==> src/hw/rtl/xms_pkg.sv <==
// Shared types, codes and segment classification for the XML markup segmenter.
`default_nettype none

package xms_pkg;

    // Segment kinds as reported on the result channel
    typedef enum logic [2:0] {
        KIND_TEXT    = 3'd0,
        KIND_START   = 3'd1,
        KIND_END     = 3'd2,
        KIND_EMPTY   = 3'd3,
        KIND_COMMENT = 3'd4,
        KIND_DECL    = 3'd5,
        KIND_PI      = 3'd6,
        KIND_ERROR   = 3'd7
    } seg_kind_t;

    // Syntax error codes
    typedef enum logic [3:0] {
        ERR_NONE          = 4'd0,
        ERR_BAD_CHAR      = 4'd1,
        ERR_STRAY_GT      = 4'd2,
        ERR_STRAY_LT      = 4'd3,
        ERR_UNMATCHED_END = 4'd4,
        ERR_DECL_NESTED   = 4'd5,
        ERR_DECL_NOT_1ST  = 4'd6,
        ERR_INVALID_TAG   = 4'd7,
        ERR_MISSING_CLOSE = 4'd8,
        ERR_TOO_DEEP      = 4'd9
    } err_code_t;

    localparam int unsigned MAX_DEPTH_DEF = 255;
    localparam logic [15:0] LEN_MAX = 16'hFFFF;

    // Byte values of interest
    localparam logic [7:0] CH_LT    = 8'h3C;
    localparam logic [7:0] CH_GT    = 8'h3E;
    localparam logic [7:0] CH_NEL   = 8'h85;
    localparam logic [7:0] CH_LF    = 8'h0A;
    localparam logic [7:0] CH_CR    = 8'h0D;
    localparam logic [7:0] CH_TAB   = 8'h09;
    localparam logic [7:0] CH_SPACE = 8'h20;

    // Head patterns, first byte in the low bits
    localparam logic [31:0] HEAD_CMT  = 32'h2D2D213C;      // "<!--"
    localparam logic [47:0] HEAD_DECL = 48'h206C6D783F3C;  // "<?xml "
    localparam logic [15:0] HEAD_PI   = 16'h3F3C;          // "<?"
    localparam logic [15:0] HEAD_ETAG = 16'h2F3C;          // "</"
    // Tail patterns, newest byte in the low bits
    localparam logic [23:0] TAIL_CMT  = 24'h2D2D3E;        // "-->"
    localparam logic [15:0] TAIL_PI   = 16'h3F3E;          // "?>"
    localparam logic [15:0] TAIL_EMPTY = 16'h2F3E;         // "/>"

    // One result
    typedef struct packed {
        logic [2:0]  seg_kind;
        logic [3:0]  error_code;
        logic [15:0] seg_length;
        logic [7:0]  depth_after;
        logic        last_result;
    } res_t;

    // Results produced by one request
    typedef struct packed {
        logic [1:0] count;
        res_t       first;
        res_t       second;
    } step_out_t;

    // Outcome of closing a markup segment
    typedef struct packed {
        seg_kind_t  kind;
        err_code_t  code;
        logic [7:0] depth;
        logic       root;
    } fin_t;

    function automatic res_t mk_res(seg_kind_t kind, err_code_t code,
                                    logic [15:0] len, logic [7:0] depth);
        res_t r;
        r.seg_kind    = kind;
        r.error_code  = code;
        r.seg_length  = len;
        r.depth_after = depth;
        r.last_result = 1'b0;
        return r;
    endfunction

    function automatic logic is_space(logic [7:0] c);
        return (c == CH_SPACE) || (c == CH_TAB) || (c == CH_CR) || (c == CH_LF) ||
               (c == CH_NEL);
    endfunction

    // Classify a closed markup segment and apply its effect on depth and root
    function automatic fin_t finish_markup(logic [15:0] n, logic [47:0] head,
                                           logic [23:0] tail, logic [7:0] depth,
                                           logic root, logic [7:0] limit);
        fin_t f;
        f.kind  = KIND_ERROR;
        f.code  = ERR_NONE;
        f.depth = depth;
        f.root  = root;
        if (n >= 16'd7 && head[31:0] == HEAD_CMT && tail == TAIL_CMT)
            f.kind = KIND_COMMENT;
        else if (n >= 16'd7 && head == HEAD_DECL && tail[15:0] == TAIL_PI)
            f.kind = KIND_DECL;
        else if (n >= 16'd4 && head[15:0] == HEAD_PI && tail[15:0] == TAIL_PI)
            f.kind = KIND_PI;
        else if (n >= 16'd3 && head[7:0] == CH_LT && tail[15:0] == TAIL_EMPTY)
            f.kind = KIND_EMPTY;
        else if (n >= 16'd3 && head[15:0] == HEAD_ETAG && tail[7:0] == CH_GT)
            f.kind = KIND_END;
        else if (n >= 16'd2 && head[7:0] == CH_LT && tail[7:0] == CH_GT)
            f.kind = KIND_START;
        else
            f.code = ERR_INVALID_TAG;

        case (f.kind)
            KIND_START:
            begin
                if (depth >= limit)
                    f.code = ERR_TOO_DEEP;
                else
                begin
                    if (depth == 8'd0)
                        f.root = 1'b1;
                    f.depth = depth + 8'd1;
                end
            end
            KIND_END:
            begin
                if (depth == 8'd0)
                    f.code = ERR_UNMATCHED_END;
                else
                    f.depth = depth - 8'd1;
            end
            KIND_DECL:
            begin
                if (depth != 8'd0)
                    f.code = ERR_DECL_NESTED;
                else if (root)
                    f.code = ERR_DECL_NOT_1ST;
            end
            KIND_COMMENT, KIND_EMPTY, KIND_PI:
            begin
                if (depth == 8'd0)
                    f.root = 1'b1;
            end
            default:
            begin
                f.root = root;
            end
        endcase

        // An error reports the depth that was in force
        if (f.code != ERR_NONE)
        begin
            f.kind  = KIND_ERROR;
            f.depth = depth;
            f.root  = root;
        end
        return f;
    endfunction

endpackage

`default_nettype wire

==> src/hw/rtl/xms_ifs.sv <==
// Request and result channel interfaces of the XML markup segmenter.
`default_nettype none

interface xms_req_if;
    logic       valid;
    logic       ready;
    logic       req_type;
    logic [7:0] data_byte;

    modport source (output valid, output req_type, output data_byte, input ready);
    modport sink   (input valid, input req_type, input data_byte, output ready);
endinterface

interface xms_rsp_if;
    logic        valid;
    logic        ready;
    logic [2:0]  seg_kind;
    logic [3:0]  error_code;
    logic [15:0] seg_length;
    logic [7:0]  depth_after;
    logic        last_result;

    modport source (output valid, output seg_kind, output error_code, output seg_length,
                    output depth_after, output last_result, input ready);
    modport sink   (input valid, input seg_kind, input error_code, input seg_length,
                    input depth_after, input last_result, output ready);
endinterface

`default_nettype wire

==> src/hw/rtl/xms_core.sv <==
// Segmenter state and per-byte update: classifies segments and emits up to two results.
`default_nettype none

module xms_core #(
    parameter int unsigned MAX_DEPTH = xms_pkg::MAX_DEPTH_DEF
) (
    input  wire logic             clk,
    input  wire logic             rst_n,
    input  wire logic             advance,
    input  wire logic             req_type,
    input  wire logic [7:0]       data_byte,
    output xms_pkg::step_out_t    step_out
);
    import xms_pkg::*;

    localparam logic [7:0] DEPTH_LIMIT = (MAX_DEPTH > 255) ? 8'd255 : 8'(MAX_DEPTH);

    logic        markup_reg, markup_next;
    logic        comment_reg, comment_next;
    logic [15:0] cnt_reg, cnt_next;
    logic [47:0] head_reg, head_next;
    logic [23:0] tail_reg, tail_next;
    logic        saw_reg, saw_next;
    logic [7:0]  depth_reg, depth_next;
    logic        root_reg, root_next;
    logic        halt_reg, halt_next;

    logic [7:0]  c_eff;
    logic [15:0] cnt_p;
    logic [47:0] head_p;
    logic [23:0] tail_p;
    logic        comment_p;
    logic        halt_tmp;
    fin_t        fin;
    res_t        res_a, res_b;
    logic [1:0]  n_res;

    // Segment buffer with the current byte pushed
    always_comb
    begin
        c_eff  = (data_byte == CH_NEL) ? CH_LF : data_byte;
        cnt_p  = (cnt_reg == LEN_MAX) ? cnt_reg : cnt_reg + 16'd1;
        head_p = head_reg;
        if (cnt_reg < 16'd6)
            head_p[{cnt_reg[2:0], 3'b000} +: 8] = c_eff;
        tail_p = {tail_reg[15:0], c_eff};
    end

    // Next state and results
    always_comb
    begin
        markup_next  = markup_reg;
        comment_next = comment_reg;
        cnt_next     = cnt_reg;
        head_next    = head_reg;
        tail_next    = tail_reg;
        saw_next     = saw_reg;
        depth_next   = depth_reg;
        root_next    = root_reg;
        halt_next    = halt_reg;
        res_a        = '0;
        res_b        = '0;
        n_res        = 2'd0;
        halt_tmp     = 1'b0;
        comment_p    = comment_reg;
        fin          = finish_markup(cnt_p, head_p, tail_p, depth_reg, root_reg, DEPTH_LIMIT);

        if (!halt_reg)
        begin
            if (req_type)
            begin
                // End of document: flush pending segment, then check depth
                if (cnt_reg != 16'd0)
                begin
                    if (markup_reg)
                    begin
                        fin = finish_markup(cnt_reg, head_reg, tail_reg, depth_reg,
                                            root_reg, DEPTH_LIMIT);
                        res_a      = mk_res(fin.kind, fin.code, cnt_reg, fin.depth);
                        n_res      = 2'd1;
                        depth_next = fin.depth;
                        root_next  = fin.root;
                        halt_tmp   = (fin.code != ERR_NONE);
                    end
                    else if (saw_reg)
                    begin
                        res_a = mk_res(KIND_TEXT, ERR_NONE, cnt_reg, depth_reg);
                        n_res = 2'd1;
                    end
                end
                if (!halt_tmp && depth_next != 8'd0)
                begin
                    if (n_res == 2'd0)
                        res_a = mk_res(KIND_ERROR, ERR_MISSING_CLOSE, 16'd0, depth_next);
                    else
                        res_b = mk_res(KIND_ERROR, ERR_MISSING_CLOSE, 16'd0, depth_next);
                    n_res    = n_res + 2'd1;
                    halt_tmp = 1'b1;
                end
                if (halt_tmp)
                    halt_next = 1'b1;
                else
                begin
                    markup_next  = 1'b0;
                    comment_next = 1'b0;
                    cnt_next     = '0;
                    head_next    = '0;
                    tail_next    = '0;
                    saw_next     = 1'b0;
                    depth_next   = '0;
                    root_next    = 1'b0;
                end
            end
            else if (data_byte == CH_NEL && markup_reg)
            begin
                res_a     = mk_res(KIND_ERROR, ERR_BAD_CHAR, cnt_p, depth_reg);
                n_res     = 2'd1;
                halt_next = 1'b1;
            end
            else if (!markup_reg)
            begin
                if (c_eff == CH_LT)
                begin
                    // Close text, open markup
                    if (cnt_reg != 16'd0 && saw_reg)
                    begin
                        res_a = mk_res(KIND_TEXT, ERR_NONE, cnt_reg, depth_reg);
                        n_res = 2'd1;
                        if (depth_reg == 8'd0)
                            root_next = 1'b1;
                    end
                    cnt_next    = 16'd1;
                    head_next   = {40'd0, CH_LT};
                    tail_next   = {16'd0, CH_LT};
                    saw_next    = 1'b0;
                    markup_next = 1'b1;
                end
                else if (c_eff == CH_GT)
                begin
                    res_a     = mk_res(KIND_ERROR, ERR_STRAY_GT, cnt_p, depth_reg);
                    n_res     = 2'd1;
                    halt_next = 1'b1;
                end
                else
                begin
                    cnt_next  = cnt_p;
                    head_next = head_p;
                    tail_next = tail_p;
                    if (!is_space(c_eff))
                        saw_next = 1'b1;
                end
            end
            else if (c_eff == CH_GT)
            begin
                cnt_next  = cnt_p;
                head_next = head_p;
                tail_next = tail_p;
                if (comment_reg && cnt_p > 16'd2 && tail_p == TAIL_CMT)
                    comment_p = 1'b0;
                comment_next = comment_p;
                if (!comment_p)
                begin
                    res_a      = mk_res(fin.kind, fin.code, cnt_p, fin.depth);
                    n_res      = 2'd1;
                    depth_next = fin.depth;
                    root_next  = fin.root;
                    if (fin.code != ERR_NONE)
                        halt_next = 1'b1;
                    else
                    begin
                        cnt_next    = '0;
                        head_next   = '0;
                        tail_next   = '0;
                        saw_next    = 1'b0;
                        markup_next = 1'b0;
                    end
                end
            end
            else if (!comment_reg && c_eff == CH_LT)
            begin
                res_a     = mk_res(KIND_ERROR, ERR_STRAY_LT, cnt_p, depth_reg);
                n_res     = 2'd1;
                halt_next = 1'b1;
            end
            else
            begin
                cnt_next  = cnt_p;
                head_next = head_p;
                tail_next = tail_p;
                if (!comment_reg && cnt_p == 16'd4 && head_p[31:0] == HEAD_CMT)
                    comment_next = 1'b1;
            end
        end

        // Mark the last result of this request
        if (n_res == 2'd1)
            res_a.last_result = 1'b1;
        if (n_res == 2'd2)
            res_b.last_result = 1'b1;
    end

    assign step_out.count  = advance ? n_res : 2'd0;
    assign step_out.first  = res_a;
    assign step_out.second = res_b;

    // State registers
    always_ff @(posedge clk or negedge rst_n)
    begin
        if (!rst_n)
        begin
            markup_reg  <= 1'b0;
            comment_reg <= 1'b0;
            cnt_reg     <= '0;
            head_reg    <= '0;
            tail_reg    <= '0;
            saw_reg     <= 1'b0;
            depth_reg   <= '0;
            root_reg    <= 1'b0;
            halt_reg    <= 1'b0;
        end
        else if (advance)
        begin
            markup_reg  <= markup_next;
            comment_reg <= comment_next;
            cnt_reg     <= cnt_next;
            head_reg    <= head_next;
            tail_reg    <= tail_next;
            saw_reg     <= saw_next;
            depth_reg   <= depth_next;
            root_reg    <= root_next;
            halt_reg    <= halt_next;
        end
    end

endmodule

`default_nettype wire

==> src/hw/rtl/xms_outq.sv <==
// Four-entry result queue: takes up to two results a cycle, hands out one while the sink is ready.
`default_nettype none

module xms_outq (
    input  wire logic           clk,
    input  wire logic           rst_n,
    input  xms_pkg::step_out_t  step_in,
    output logic                space,
    xms_rsp_if.source           rsp
);
    import xms_pkg::*;

    localparam int DEPTH = 4;

    res_t       mem_reg [DEPTH];
    logic [1:0] wr_ptr_reg, wr_ptr_next;
    logic [1:0] rd_ptr_reg, rd_ptr_next;
    logic [2:0] fill_reg, fill_next;
    logic       pop;
    res_t       head_res;

    assign pop   = rsp.valid && rsp.ready;
    assign space = (fill_reg <= 3'd2);

    // Pointer and fill update
    always_comb
    begin
        wr_ptr_next = wr_ptr_reg + step_in.count;
        rd_ptr_next = rd_ptr_reg + {1'b0, pop};
        fill_next   = fill_reg + {1'b0, step_in.count} - {2'b00, pop};
    end

    always_ff @(posedge clk or negedge rst_n)
    begin
        if (!rst_n)
        begin
            wr_ptr_reg <= '0;
            rd_ptr_reg <= '0;
            fill_reg   <= '0;
        end
        else
        begin
            wr_ptr_reg <= wr_ptr_next;
            rd_ptr_reg <= rd_ptr_next;
            fill_reg   <= fill_next;
        end
    end

    // Result storage
    always_ff @(posedge clk)
    begin
        if (step_in.count != 2'd0)
            mem_reg[wr_ptr_reg] <= step_in.first;
        if (step_in.count == 2'd2)
            mem_reg[wr_ptr_reg + 2'd1] <= step_in.second;
    end

    assign head_res        = mem_reg[rd_ptr_reg];
    assign rsp.valid       = (fill_reg != 3'd0);
    assign rsp.seg_kind    = head_res.seg_kind;
    assign rsp.error_code  = head_res.error_code;
    assign rsp.seg_length  = head_res.seg_length;
    assign rsp.depth_after = head_res.depth_after;
    assign rsp.last_result = head_res.last_result;

endmodule

`default_nettype wire

==> src/hw/rtl/xml_markup_segmenter.sv <==
// Top level of the XML markup segmenter: input register, segment logic, result queue.
// Results of an accepted request are written into the result queue, which drives the result channel;
// the second result of an end-of-document request is handed out after the first.
// Throughput: one request per cycle; input waits only while the four-entry result
// queue holds three or more results, which happens when the sink stalls.
// Reset: asynchronous, active low; clears all segment state, depth and the error halt.
`default_nettype none

module xml_markup_segmenter #(
    parameter int unsigned MAX_DEPTH = xms_pkg::MAX_DEPTH_DEF
) (
    input  wire logic   clk,
    input  wire logic   rst_n,
    xms_req_if.sink     req,
    xms_rsp_if.source   rsp
);
    import xms_pkg::*;

    logic       in_valid_reg;
    logic       in_type_reg;
    logic [7:0] in_byte_reg;
    logic       space;
    logic       advance;
    step_out_t  step_out;

    assign advance   = in_valid_reg && space;
    assign req.ready = !in_valid_reg || advance;

    // Request register
    always_ff @(posedge clk or negedge rst_n)
    begin
        if (!rst_n)
            in_valid_reg <= 1'b0;
        else if (req.ready)
            in_valid_reg <= req.valid;
    end

    always_ff @(posedge clk)
    begin
        if (req.ready && req.valid)
        begin
            in_type_reg <= req.req_type;
            in_byte_reg <= req.data_byte;
        end
    end

    xms_core #(
        .MAX_DEPTH (MAX_DEPTH)
    ) u_core (
        .clk       (clk),
        .rst_n     (rst_n),
        .advance   (advance),
        .req_type  (in_type_reg),
        .data_byte (in_byte_reg),
        .step_out  (step_out)
    );

    xms_outq u_outq (
        .clk     (clk),
        .rst_n   (rst_n),
        .step_in (step_out),
        .space   (space),
        .rsp     (rsp)
    );

endmodule

`default_nettype wire

==> src/flat_wrapper.sv <==
// flat-port wrapper written by rule: the top's interface ports become plain ports
module xml_markup_segmenter_flat import xms_pkg::*;
#(
    parameter int unsigned MAX_DEPTH = xms_pkg::MAX_DEPTH_DEF
)
  (clk, rst_n, req_valid, req_req_type, req_data_byte, req_ready, rsp_valid, rsp_seg_kind, rsp_error_code, rsp_seg_length, rsp_depth_after, rsp_last_result, rsp_ready);
  xms_req_if req_i ();
  xms_rsp_if rsp_i ();
  input  wire logic clk;
  input  wire logic rst_n;
  input wire logic [$bits(req_i.valid)-1:0] req_valid;
  input wire logic [$bits(req_i.req_type)-1:0] req_req_type;
  input wire logic [$bits(req_i.data_byte)-1:0] req_data_byte;
  output wire logic [$bits(req_i.ready)-1:0] req_ready;
  output wire logic [$bits(rsp_i.valid)-1:0] rsp_valid;
  output wire logic [$bits(rsp_i.seg_kind)-1:0] rsp_seg_kind;
  output wire logic [$bits(rsp_i.error_code)-1:0] rsp_error_code;
  output wire logic [$bits(rsp_i.seg_length)-1:0] rsp_seg_length;
  output wire logic [$bits(rsp_i.depth_after)-1:0] rsp_depth_after;
  output wire logic [$bits(rsp_i.last_result)-1:0] rsp_last_result;
  input wire logic [$bits(rsp_i.ready)-1:0] rsp_ready;
  assign req_i.valid = req_valid;
  assign req_i.req_type = req_req_type;
  assign req_i.data_byte = req_data_byte;
  assign req_ready = req_i.ready;
  assign rsp_valid = rsp_i.valid;
  assign rsp_seg_kind = rsp_i.seg_kind;
  assign rsp_error_code = rsp_i.error_code;
  assign rsp_seg_length = rsp_i.seg_length;
  assign rsp_depth_after = rsp_i.depth_after;
  assign rsp_last_result = rsp_i.last_result;
  assign rsp_i.ready = rsp_ready;
  xml_markup_segmenter #(.MAX_DEPTH(MAX_DEPTH)) u_core (.clk(clk), .rst_n(rst_n), .req(req_i), .rsp(rsp_i));
endmodule
==> config.mk <==
export PLATFORM = sky130hd
export DESIGN_NAME = xml_markup_segmenter_flat
export DESIGN_NICKNAME = d
export VERILOG_FILES = /design/src/hw/rtl/xms_pkg.sv /design/src/hw/rtl/xms_ifs.sv /design/src/hw/rtl/xms_core.sv /design/src/hw/rtl/xms_outq.sv /design/src/hw/rtl/xml_markup_segmenter.sv /design/src/flat_wrapper.sv
export SDC_FILE = /design/constraint.sdc
export NUM_CORES = 1
export LEC_CHECK = 0
export ABC_AREA = 1
export BUFFER_PORTS_ARGS = -buffer_cell sky130_fd_sc_hd__buf_2
export CORE_MARGIN = 2
export CORE_UTILIZATION = 45
export CTS_CLUSTER_SIZE = 8
export DETAILED_ROUTE_END_ITERATION = 8
export PLACE_DENSITY = 0.64
export SLEW_MARGIN = 20
export SYNTH_ARGS = -nofsm -noshare
export SYNTH_HDL_FRONTEND = slang
export SYNTH_SLANG_ARGS = --single-unit
==> constraint.sdc <==
create_clock -name clk -period 9.4 [get_ports clk]
set_input_delay 0 -clock clk [delete_from_list [all_inputs] [get_ports clk]]
set_output_delay 0 -clock clk [all_outputs]
set_load 0.005 [all_outputs]
======== Word-level counts from Yosys, hierarchy flattened ========
Memories as Yosys holds them, arrays and structs flattened.
Cells that the tools add are included.
word-level totals
  register bits ........................... 118
  RAM bits ................................ 128
  memories ................................ 1
memories
  name                   words  width  read ports  clocked after memory_dff  wr ports  line            source
  u_core.u_outq.mem_reg  4      32     1           0                         2         xms_outq.sv:15  res_t mem_reg [DEPTH];
cells by class
  add/subtract/negate cells ............... 10
  order comparisons ....................... 12
  equal/unequal tests ..................... 57
  shift operators ......................... 2
  mux-type cells .......................... 195
  bitwise gates (word level) .............. 1
  reduce and logical (&&, ||, !) cells .... 65
operators by type and width
  kind                                                                      number
  32-bit 2-to-1 mux                                                         17
  48-bit 2-to-1 mux                                                         11
  24-bit 2-to-1 mux                                                         10
  16-bit 2-to-1 mux                                                         11
  16-bit by 14-bit equality test with 1-bit output (second input constant)  8
  48-bit by 46-bit equality test with 1-bit output (second input constant)  2
  8-bit 2-to-1 mux                                                          12
  3-bit 2-to-1 mux                                                          30
  1-bit 2-to-1 mux                                                          70
  32-bit by 30-bit equality test with 1-bit output (second input constant)  2
  16-bit by 2-bit >= comparator with 1-bit output (second input constant)   4
  16-bit by 3-bit >= comparator with 1-bit output (second input constant)   4
  25-bit 2-to-1 mux                                                         2
  48-bit bitwise mux                                                        1
  24-bit by 22-bit equality test with 1-bit output (second input constant)  2
  8-bit by 6-bit equality test with 1-bit output (second input constant)    6
  4-bit 2-to-1 mux                                                          12
  8-bit by 8-bit variable shift with 48-bit output (first input constant)   1
  8-bit by 8-bit variable part select with 48-bit output                    1
  1-bit logical AND                                                         35
  8-bit case mux with 2 select lines                                        2
  9-bit 2-to-1 mux                                                          3
  8-bit by 4-bit equality test with 1-bit output (second input constant)    3
  4-bit case mux with 3 select lines                                        2
  47 further kinds                                                          91

======== Logic depth before layout (Yosys ltp) ========
Gate-level depths: netlist of run 1.
  depth after elaboration ................. 34
  depth in mapped cells ................... 34
  depth with buffers taken out ............ 33

======== Modules after synthesis ========
A second synthesis of run 1 with hierarchy kept.
unflattened totals
  cell total of the unflattened synthesis .. 2710
  area total of the unflattened synthesis .. 18486.5 µm²
modules (own cells, without submodules)
  module                instances  cells each  area each (µm²)  seq. area each (µm²)
  xms_core              1          1976        11148.2          2527.4
  xms_outq              1          717         7015.5           4018.9
  xml_markup_segmenter  1          17          322.8            295.3

======== Worst setup path after synthesis of run 1 ========
No wires, ideal clock.
  kind .................................... reg2reg
  start ................................... register u_core.u_core.cnt_reg[4]
  end ..................................... memory u_core.u_outq.mem_reg[0][18] in the netlist's numbering
  arrival time ............................ 4364 ps
  data required time ...................... 9283 ps
  path slack .............................. 4920 ps
  cell stages (with the launch flop) ...... 31
  buffers on the path ..................... 2
  period minus slack after synthesis ...... 4480 ps
  cell sequence ........................... dfrtp_1 -> buf_2 -> nor2_4 -> nand2_4 -> nor2_4 -> nand3b_4 -> nand2_1 -> nor2_2 -> nand2_4 -> nand2_2 -> a21oi_4 -> nand3_4 -> nand3_1 -> nand3_1 -> a21oi_2 -> nand2_1 -> nor2_2 -> nand3_1 -> nand2_1 -> inv_1 -> ha_1 -> o221ai_1 -> inv_2 -> nor2_2 -> inv_2 -> nor2_2 -> inv_2 -> nand2_1 -> inv_2 -> buf_2 -> a22o_1
RTL lines
  item                    line             source
  start, declared         xms_core.sv:20   logic [15:0] cnt_reg, cnt_next;
  start signal, assigned  xms_core.sv:225  cnt_reg <= cnt_next;
  end, declared           xms_outq.sv:15

==> reports/metrics.cfg, run 1 <==
[outcome]
status=complete, no violations

[setup_path]
path_delay_family=simple AND/OR/NAND/NOR gates
startpoint_type=flip-flop
timing.rr.start=u_core.u_core.head_reg[46]
cp-end-kind=flip-flop
cpMostUsedCell=nand2_1
cp.arrival_ps=6500
cp-startpoint=u_core.u_core.head_reg[46]
critPathKind=flip-flop to flip-flop
worstPathRequired_ps=9830
path_max_fanout=29
worst-path-buf-inv=6
crit_slowest_cell=nand2_1
slowest_delay_ps=570

[power]
max-vdd-ir-drop_v=0.000188
power.density_mw_per_mm2=232
p_total_uw=4270
p_leak_uw=0.00802

[logic_synthesis]
syn_inst=2473
syn_area_per_cell_sq_um=6.84
yosys_warnings=0
ys_types=62
ys_top_cells_by_count=650 x nand2_1, 292 x nor2_1, 213 x inv_1
synthFlopType=dfrtp_1
yosysMostFrequentCell=nand2_1
seq_area_frac_synth=0.360
synth_edf_count=61
ys_async_sr_fraction=0.443
synth_nets=2499
synth_top_cell_area_share=0.161
yosys.area.top_type=dfrtp_1
ys_ff_latch=246
ys_top_cells_by_area=dfrtp_1 16%, nand2_1 14%, edfxtp_1 11%
synth_area_sq_mm=0.0169

[placed_design]
gp_congestion=0.974
io_buffers=46
dpl.hpwl_microns=41300

[timing]
rsz0062_at_grt=false
maxSlewViolCount=0
tightest_slew_ps=996
timing.fmax_mhz=165
setup_tns_ps=0
fin_crit_ps=6080
setup_viol=0
finalHoldViolCount=0
period_share=0.646
relSlewSlack=0.335
finClkSkew_ps=31.9

[finish]
finalNetCount=2485
drive_above_1_share=0.0794
area_growth_pct=8.64
nFillCells=3802
largest_reg_flops=128
num_antenna_cells=0

[floorplan]
initial_utilization=0.460
die_w_microns=198
core_sq_mm=0.0368
io_pins=47
die_h_microns=198
die_area_sq_mm=0.0391
rows=70

[global_route]
grt_antenna_before_repair=0
grt_use_met3=0.0395
grt_util_met2=0.494
grt_usage=0.300
use_met1=0.405
grt_overflow=0
grt_start_max_net_pins=89
grt-busiest-layer=met2
grt_pass1_vias=16331
grt_pass1_wl_microns=92000

[clocking]
clk_latency_ps=560
cts-resized-gates=0
cts_root_buffer=clkbuf_16
cts_tree=yes
clock-sinks=246
clkTransAtPathRegs_ps=60
htree_levels=2
numCtsBuffers=37
clk_path_buf_depth=3

[route]
drtIter0Drc=1762
drc=0
ant_nets=0
first_pass_iters=6
wl_per_cell_microns=19.7
vias_per_cell=5.92
num_vias=17450
postRouteWirelength_microns=58200

[min_path]
hold_class=input port to async pin

[run]
cap_violations=0

[metrics by stage]
stage                      util  setup slack, ps  hold slack, ps  std cells  cell area, sq um
after floorplan               -             4920            -296       2473             16900
after global placement    0.467             3380             145       2876             17200
after detailed placement  0.467             3310             149       2876             17200
after CTS                 0.499             3270             110       2948             18400
after global routing      0.499             2780             159       2948             18400
final                     0.499             3320             102       2948             18400
[where the power goes]
part           internal, uW  total, uW  switching, uW
combinational           509       1560           1050
sequential             1250       1450            203
clock                   752       1260            507
[worst register-to-register path, cell delays in order (launching register included)]
cell and delay, ps:
dfrtp_1 390, inv_1 60, nand2_1 50, nor3_1 400
nand2_1 110, nor2_1 320, nand4_2 300, a21oi_4 330
nand3_4 180, nand3_1 110, nand3_1 90, a21oi_2 270
nand2_1 100, nor2_2 150, nand3_1 130, nand2_1 240
inv_1 100, ha_1 280, o221ai_1 120, inv_2 120
nand2_1 140, a21oi_2 150, buf_4 370, inv_1 190
nand2_1 570, inv_2 380, a22o_1 290
[layer usage]
layer | vias up | wire [microns]
met1 | 8231 | 25400
met2 | 736 | 26700
met5 | - | 0
met3 | 118 | 4010
met4 | 0 | 2060
li1 | 8365 | -
[cell usage in the layout, fill, tap and decap left out, types with 5 or more instances in the layout]
| cell | synthesis | layout |
|---|---|---|
| o21ai_0 | 125 | 125 |
| clkbuf_16 | 0 | 38 |
| dlygate4sd3_1 | 0 | 12 |
| nand2_1 | 650 | 650 |
| o21bai_1 | 9 | 9 |
| nor2_1 | 292 | 292 |
| nor2_2 | 18 | 18 |
| dfxtp_1 | 76 | 76 |
| nand4_2 | 5 | 5 |
| nor4_1 | 11 | 11 |
| o31ai_1 | 7 | 7 |
| a21oi_1 | 50 | 49 |
| clkbuf_1 | 60 | 17 |
| o21ai_1 | 96 | 96 |
| nand2_2 | 14 | 14 |
| nand4_1 | 130 | 130 |
| edfxtp_1 | 61 | 61 |
| nor2_4 | 10 | 10 |
| a22o_1 | 64 | 64 |
| buf_4 | 3 | 15 |
| o22ai_1 | 36 | 36 |
| nor3_1 | 37 | 37 |
| o211ai_1 | 21 | 21 |
| dfrtp_1 | 109 | 108 |
| xor2_1 | 10 | 10 |
| nand3_1 | 206 | 206 |
| nand3_2 | 8 | 7 |
| ha_1 | 12 | 12 |
| a22oi_1 | 5 | 5 |
| inv_1 | 213 | 211 |
| a21oi_2 | 4 | 5 |
| nand3b_1 | 5 | 5 |
| buf_2 | 34 | 45 |
| inv_2 | 17 | 19 |
[repair_timing]
| action | in CTS | in global routing |
|---|---|---|
| hold buffers | 12 | 0 |
| setup endpoints to repair | 0 | 0 |
| buffers inserted | 0 | 0 |
| endpoints found under the hold margin | 75 | 0 |
[worst paths after layout]
kind | to | slack, ps | depth (start not counted)
min reg2reg | u_core.u_outq.mem_reg[0][25] | 450 | 2
min in group clk | u_core.in_byte_reg[6] | 150 | 2
min | u_core.u_core.head_reg[15] | 100 | 2
max | u_core.u_outq.mem_reg[3][21] | 3320 | 26
max in group asynchronous | u_core.u_core.head_reg[22] | 8050 | 3
max reg2reg | u_core.u_outq.mem_reg[3][21] | 3320 | 26
[logic make-up after synthesis]
group           after synthesis  synth area share
compound gates              439             0.159
fa+ha+maj                    13            0.0101
simple gates               1401             0.372
mux                           1          0.000666
buf+inv                     359            0.0918
xor+xnor                     14           0.00725
flops                       246             0.360
[cell type report]
class / instances / area, sq um / area share
Clock inverter: 4 / 46.3 / 0.00252
Multi-Input combinational cell: 1868 / 9290 / 0.506
Inverter: 234 / 880 / 0.0479
Sequential cell: 246 / 6080 / 0.331
Timing Repair Buffer: 72 / 458 / 0.0249
Clock buffer: 56 / 1030 / 0.0560
Tap cell: 468 / 586 / 0.0319
Power figures use the tool's default switching activity.
==> inputs of run 2 (changes only) <==
--- a/config.mk
+++ b/config.mk
@@ -11,7 +11,7 @@
 export CORE_UTILIZATION = 45
 export CTS_CLUSTER_SIZE = 8
 export DETAILED_ROUTE_END_ITERATION = 8
-export PLACE_DENSITY = 0.64
+export PLACE_DENSITY = 0.66
 export SLEW_MARGIN = 20
 export SYNTH_ARGS = -nofsm -noshare
 export SYNTH_HDL_FRONTEND = slang
==> constraint.sdc (replaced) <==
create_clock -name clk -period 5.05 [get_ports clk]
set_input_delay 0 -clock clk [delete_from_list [all_inputs] [get_ports clk]]
set_output_delay 0 -clock clk [all_outputs]
set_load 0.005 [all_outputs]
==> reports/metrics.cfg, run 2 (synthesis gave the netlist of run 1 again) <==
[outcome]
status=complete, no violations

[floorplan]
initial_utilization=0.460
die_area_sq_mm=0.0391
rows=70
io_pins=47
die_h_microns=198
core_sq_mm=0.0368
die_w_microns=198

[setup_path]
worst-path-buf-inv=2
worstSetupEndpoint=u_core.u_outq.mem_reg[2][29]
r2r_slack_ps=300
slowest_delay_ps=520
cp-startpoint=u_core.u_core.cnt_reg[1]
critPathKind=flip-flop to flip-flop
crit_slowest_cell=ha_1
timing.rr.start=u_core.u_core.cnt_reg[1]
startpoint_type=flip-flop
rr_worst_depth=22
crit_cells=22
cp-end-kind=flip-flop
path_max_fanout=13
worstPathRequired_ps=5320
path_delay_family=simple AND/OR/NAND/NOR gates
cp.arrival_ps=5020
cpMostUsedCell=nand2_1
rr_endpoint=u_core.u_outq.mem_reg[2][29]
path_cells=inv_1 > ha_1 > ha_1 > inv_1 > nor3_1 > nand3_2 > nand2_1 > nand2_1 > nor2_1 > nand3_1 > nor2_1 > nand2_1 > nor2_1 > nand3_1 > nand4_2 > nand3_1 > nand2_1 > nand3_2 > o21ai_1 > nand3_1 > nand4_1 > nand2_1

[finish]
layout_common_cells=646 x nand2_1, 283 x nor2_1, 210 x inv_1, 205 x nand3_1, 130 x nand4_1
num_antenna_cells=0
post-route-util=0.519
drive_above_1_share=0.118
area_growth_pct=13.0
largest_reg_flops=128
mostFrequentLayoutCell=nand2_1
finalNetCount=2566
final_cell_area_sq_mm=0.0191

[route]
first_pass_iters=6
drtIter0Drc=1662
wl_per_cell_microns=19.7
num_vias=17742
ant_nets=0
drc=0
postRouteWirelength_microns=59700
vias_per_cell=5.87

[clocking]
numCtsBuffers=36
htree_levels=2
clkTransAtPathRegs_ps=50
cts_tree=yes
clk_latency_ps=550
clk_path_buf_depth=3
cts_root_buffer=clkbuf_16
clock-sinks=246

[timing]
timing.fmax_mhz=210
maxSlewViolCount=0
finalHoldViolCount=0
finClkSkew_ps=30.4
setup_viol=0
setup_ws_ps=297
tightest_slew_ps=1060
fin_crit_ps=4750
relSlewSlack=0.292
rsz0062_at_grt=true
period_share=0.941

[power]
p_total_uw=8010
max-vdd-ir-drop_v=0.000269
netSwitchingPower_uw=3300
clockPowerShare=0.281
pwr-share-seq=0.320
power.internal_uw=4710
power.density_mw_per_mm2=419
p_sw_frac=0.412
pwr-share-comb=0.399
p_leak_uw=0.00843

[placed_design]
gp_congestion=0.958
dpl-instance-area_sq_mm=0.0179
dpl.hpwl_microns=42800
dpl_worst_slack_ps=242
io_buffers=46

[global_route]
grt_antenna_before_repair=0
grt_usage=0.306
grt_start_max_net_pins=79
grt_overflow=0
grt_pass1_wl_microns=94600
grt_pass1_vias=16963

[run]
cap_violations=0

[min_path]
hold_class=input port to flip-flop

-- run 2: per-layer routing --
metal  global-route usage  vias up  part of all wire  wire, microns
met5                    0        -                 0              0
met4                0.124        0             0.039           2320
met3               0.0439      171             0.069           4150
met2                0.508      772              0.46          27600
met1                0.402     8287              0.43          25600
li1                     -     8512                 -              -
-- run 2: power by group through the flow --
stage | clock network [uW] | registers [uW] | logic [uW]
after CTS | 2290 | 2550 | 3160
final | 2250 | 2560 | 3200
after detailed placement | 0 | 2580 | 3140
after floorplan | 0 | 2510 | 2070
after global routing | 2370 | 2590 | 3540
after global placement | 0 | 2580 | 3110
-- run 2: how the worst min path moves through the flow --
stage / startpoint / to / slack (ps) / depth (start not counted)
6_report: rsp_ready / u_core.u_outq.rd_ptr_reg[0] / 50 / 3
3_3_place_gp: req_data_byte[4] / u_core.in_byte_reg[4] / 180 / 1
3_5_place_dp: req_data_byte[2] / u_core.in_byte_reg[2] / 180 / 1
5_1_grt: rsp_ready / u_core.u_outq.rd_ptr_reg[0] / 50 / 3
4_1_cts: rsp_ready / u_core.u_outq.rd_ptr_reg[0] / 40 / 3
2_1_floorplan: rst_n / u_core.in_valid_reg / -300 / 0
-- run 2: area by class of cell --
type	instances	area [sq um]
inverters	234	882
clock inverters	3	45.0
well taps	468	586
clock buffers	52	971
multi-input cells	1869	9370
fillers	3684	17700
repair buffers	153	1150
flip-flops and latches	246	6090
-- run 2: timing repair --
action,4_1_cts,5_1_grt
hold buffers,11,0
setup endpoints to repair,0,158
hold endpoints to repair,90,0
buffers inserted,0,3
gates resized for setup,0,29
-- run 2: worst register-to-register path: stages, from the launching register on --
cell and delay [ps]:
dfrtp_1 440, inv_1 120, ha_1 240, ha_1 520, inv_1 130, nor3_1 240, nand3_2 260, nand2_1 160
nand2_1 120, nor2_1 170, nand3_1 110, nor2_1 140, nand2_1 60, nor2_1 250, nand3_1 230, nand4_2 190
nand3_1 90, nand2_1 80, nand3_2 130, o21ai_1 310, nand3_1 270, nand4_1 160, nand2_1 70
-- run 2: through the flow --
stage | setup TNS [ps] | hold slack (ps) | std cells
2_1_floorplan | 0 | -296 | 2473
3_5_place_dp | 0 | 182 | 2955
4_1_cts | 0 | 35.4 | 3021
6_report | 0 | 47.9 | 3025
3_3_place_gp | 0 | 181 | 2955
5_1_grt | -42.3 | 45.0 | 3025
==> inputs of run 3 (changes only) <==
--- a/config.mk
+++ b/config.mk
@@ -8,10 +8,10 @@
 export ABC_AREA = 1
 export BUFFER_PORTS_ARGS = -buffer_cell sky130_fd_sc_hd__buf_2
 export CORE_MARGIN = 2
-export CORE_UTILIZATION = 45
+export CORE_UTILIZATION = 55
 export CTS_CLUSTER_SIZE = 8
 export DETAILED_ROUTE_END_ITERATION = 8
-export PLACE_DENSITY = 0.66
+export PLACE_DENSITY = 0.77
 export SLEW_MARGIN = 20
 export SYNTH_ARGS = -nofsm -noshare
 export SYNTH_HDL_FRONTEND = slang
==> reports/metrics.cfg, run 3 (synthesis gave the netlist of run 1 again) <==
[timing]
timing.fmax_mhz=210
period_share=0.942
setup_ws_ps=294
maxSlewViolCount=0
rsz0062_at_grt=true
finalHoldViolCount=0
fin_crit_ps=4760
tightest_slew_ps=947
finClkSkew_ps=21.6
relSlewSlack=0.368
hold_ws_ps=19.7
setup_viol=0

[floorplan]
core_sq_mm=0.0304
io_pins=47
die_area_sq_mm=0.0322
die_w_microns=179
initial_utilization=0.556
rows=64
die_h_microns=179

[finish]
nFillCells=2789
area_growth_pct=12.5
multiInputGateArea_sq_mm=0.00942
layout_common_cells=646 x nand2_1, 281 x nor2_1, 210 x inv_1, 202 x nand3_1, 130 x nand4_1
num_antenna_cells=0
regArea_sq_mm=0.00610
finalNetCount=2555
largest_reg_flops=128
fin_cells=2948
mostFrequentLayoutCell=nand2_1
drive_above_1_share=0.120

[power]
netSwitchingPower_uw=3260
p_sw_frac=0.405
pwr-share-comb=0.387
max-vdd-ir-drop_v=0.000295
clockPowerShare=0.288
power.density_mw_per_mm2=423
power.internal_uw=4790
p_leak_uw=0.00840
pwr-share-seq=0.325

[clocking]
clkTransAtPathRegs_ps=60
numCtsBuffers=37
cts_tree=yes
clk_latency_ps=540
cts_root_buffer=clkbuf_16
clock-sinks=246
htree_levels=2
clk_path_buf_depth=3

[placed_design]
dpl_worst_slack_ps=136
dpl.hpwl_microns=39900
place_inst=2871
gp_congestion=0.991
io_buffers=46

[global_route]
grt_antenna_before_repair=0
grt_usage=0.349
grt_pass1_wl_microns=88600
grt_overflow=0
grt_start_max_net_pins=131
grt_pass1_vias=16582

[setup_path]
rr_endpoint=u_core.u_outq.fill_reg[2]
path_max_fanout=20
critPathKind=flip-flop to flip-flop
cp-end-kind=flip-flop
cp.arrival_ps=5170
startpoint_type=flip-flop
worstPathRequired_ps=5460
timing.rr.start=u_core.u_core.cnt_reg[1]
rr_worst_depth=23
r2r_slack_ps=290

[route]
ant_nets=0
num_vias=17900
drc=0
vias_per_cell=6.07
drtIter0Drc=2028
postRouteWirelength_microns=56200
wl_per_cell_microns=19.1
first_pass_iters=6

[outcome]
status=complete, no violations

[run]
cap_violations=0

[min_path]
hold_end=u_core.u_outq.rd_ptr_reg[0]
min_from=rsp_ready
whs_path_depth=3
hold_class=input port to flip-flop

[run 3: cell count changes in the layout (fill, tap and decap cells not counted), sizes merged]
cell and delta:
clkinv +1, buf -11, clkbuf +6, nand3 -1
inv -1, clkinvlp +1
[run 3: how the worst max path moves through the flow]
stage                                          from                      endpoint  slack, ps  cells after the start
after floorplan            u_core.u_core.cnt_reg[4]  u_core.u_outq.mem_reg[0][18]        570                     30
after global placement    u_core.u_core.cnt_reg[12]     u_core.u_outq.fill_reg[2]        280                     31
after detailed placement  u_core.u_core.cnt_reg[10]     u_core.u_outq.fill_reg[2]        140                     29
after CTS                 u_core.u_core.cnt_reg[10]     u_core.u_outq.fill_reg[2]        100                     31
after global routing       u_core.u_core.cnt_reg[6]     u_core.u_outq.fill_reg[2]        -70                     31
final                      u_core.u_core.cnt_reg[1]     u_core.u_outq.fill_reg[2]        290                     23
[run 3: worst max-delay path: stages, from the launching register on]
cell and delay [ps]:
dfrtp_1 510, inv_1 150, ha_1 240, nand3_1 160
nand2_1 200, inv_1 560, nor2_1 80, a21oi_1 260
nand2_1 110, nor2_2 130, nand3_1 140, nand2_1 130
inv_1 80, ha_1 270, o221ai_1 120, inv_2 110
nand2_1 100, ha_1 340, inv_1 70, ha_1 140
inv_1 50, fa_1 400, xnor2_2 150, xor2_1 140
[run 3: layer usage]
layer  global-route usage  part of all wire  up-vias
met4                0.156             0.045        0
met1                0.463              0.41     8276
met5                    0                 0        -
met2                0.564              0.46      935
li1                     -                 -     8500
met3               0.0521             0.083      189
[run 3: repair_timing]
item,4_1_cts,5_1_grt
endpoints found under the setup margin,0,237
resized for setup,0,47
setup buffers,0,4
hold buffers,11,0
endpoints found under the hold margin,67,0
[run 3: area by class of cell]
type	count	area share
Clock inverter	4	0.00256
Inverter	234	0.0464
Multi-Input combinational cell	1868	0.495
Tap cell	396	0.0260
Clock buffer	58	0.0539
Sequential cell	246	0.320
Timing Repair Buffer	142	0.0555
[run 3: through the flow]
step / total power [uW] / TNS, ps / util / area, sq um
2_1_floorplan: 4590 / 0 / - / 16900
3_3_place_gp: 5590 / 0 / 0.580 / 17700
3_5_place_dp: 5650 / 0 / 0.580 / 17700
4_1_cts: 7980 / 0 / 0.619 / 18800
5_1_grt: 8530 / -74.9 / 0.625 / 19000
6_report: 8050 / 0 / 0.625 / 19000
[run 3: power by group through the flow]
stage,registers [uW],clock network [uW],logic [uW]
5_1_grt,2650,2420,3460
3_5_place_dp,2630,0,3020
6_report,2620,2320,3120
3_3_place_gp,2630,0,2960
4_1_cts,2600,2340,3040
2_1_floorplan,2510,0,2070
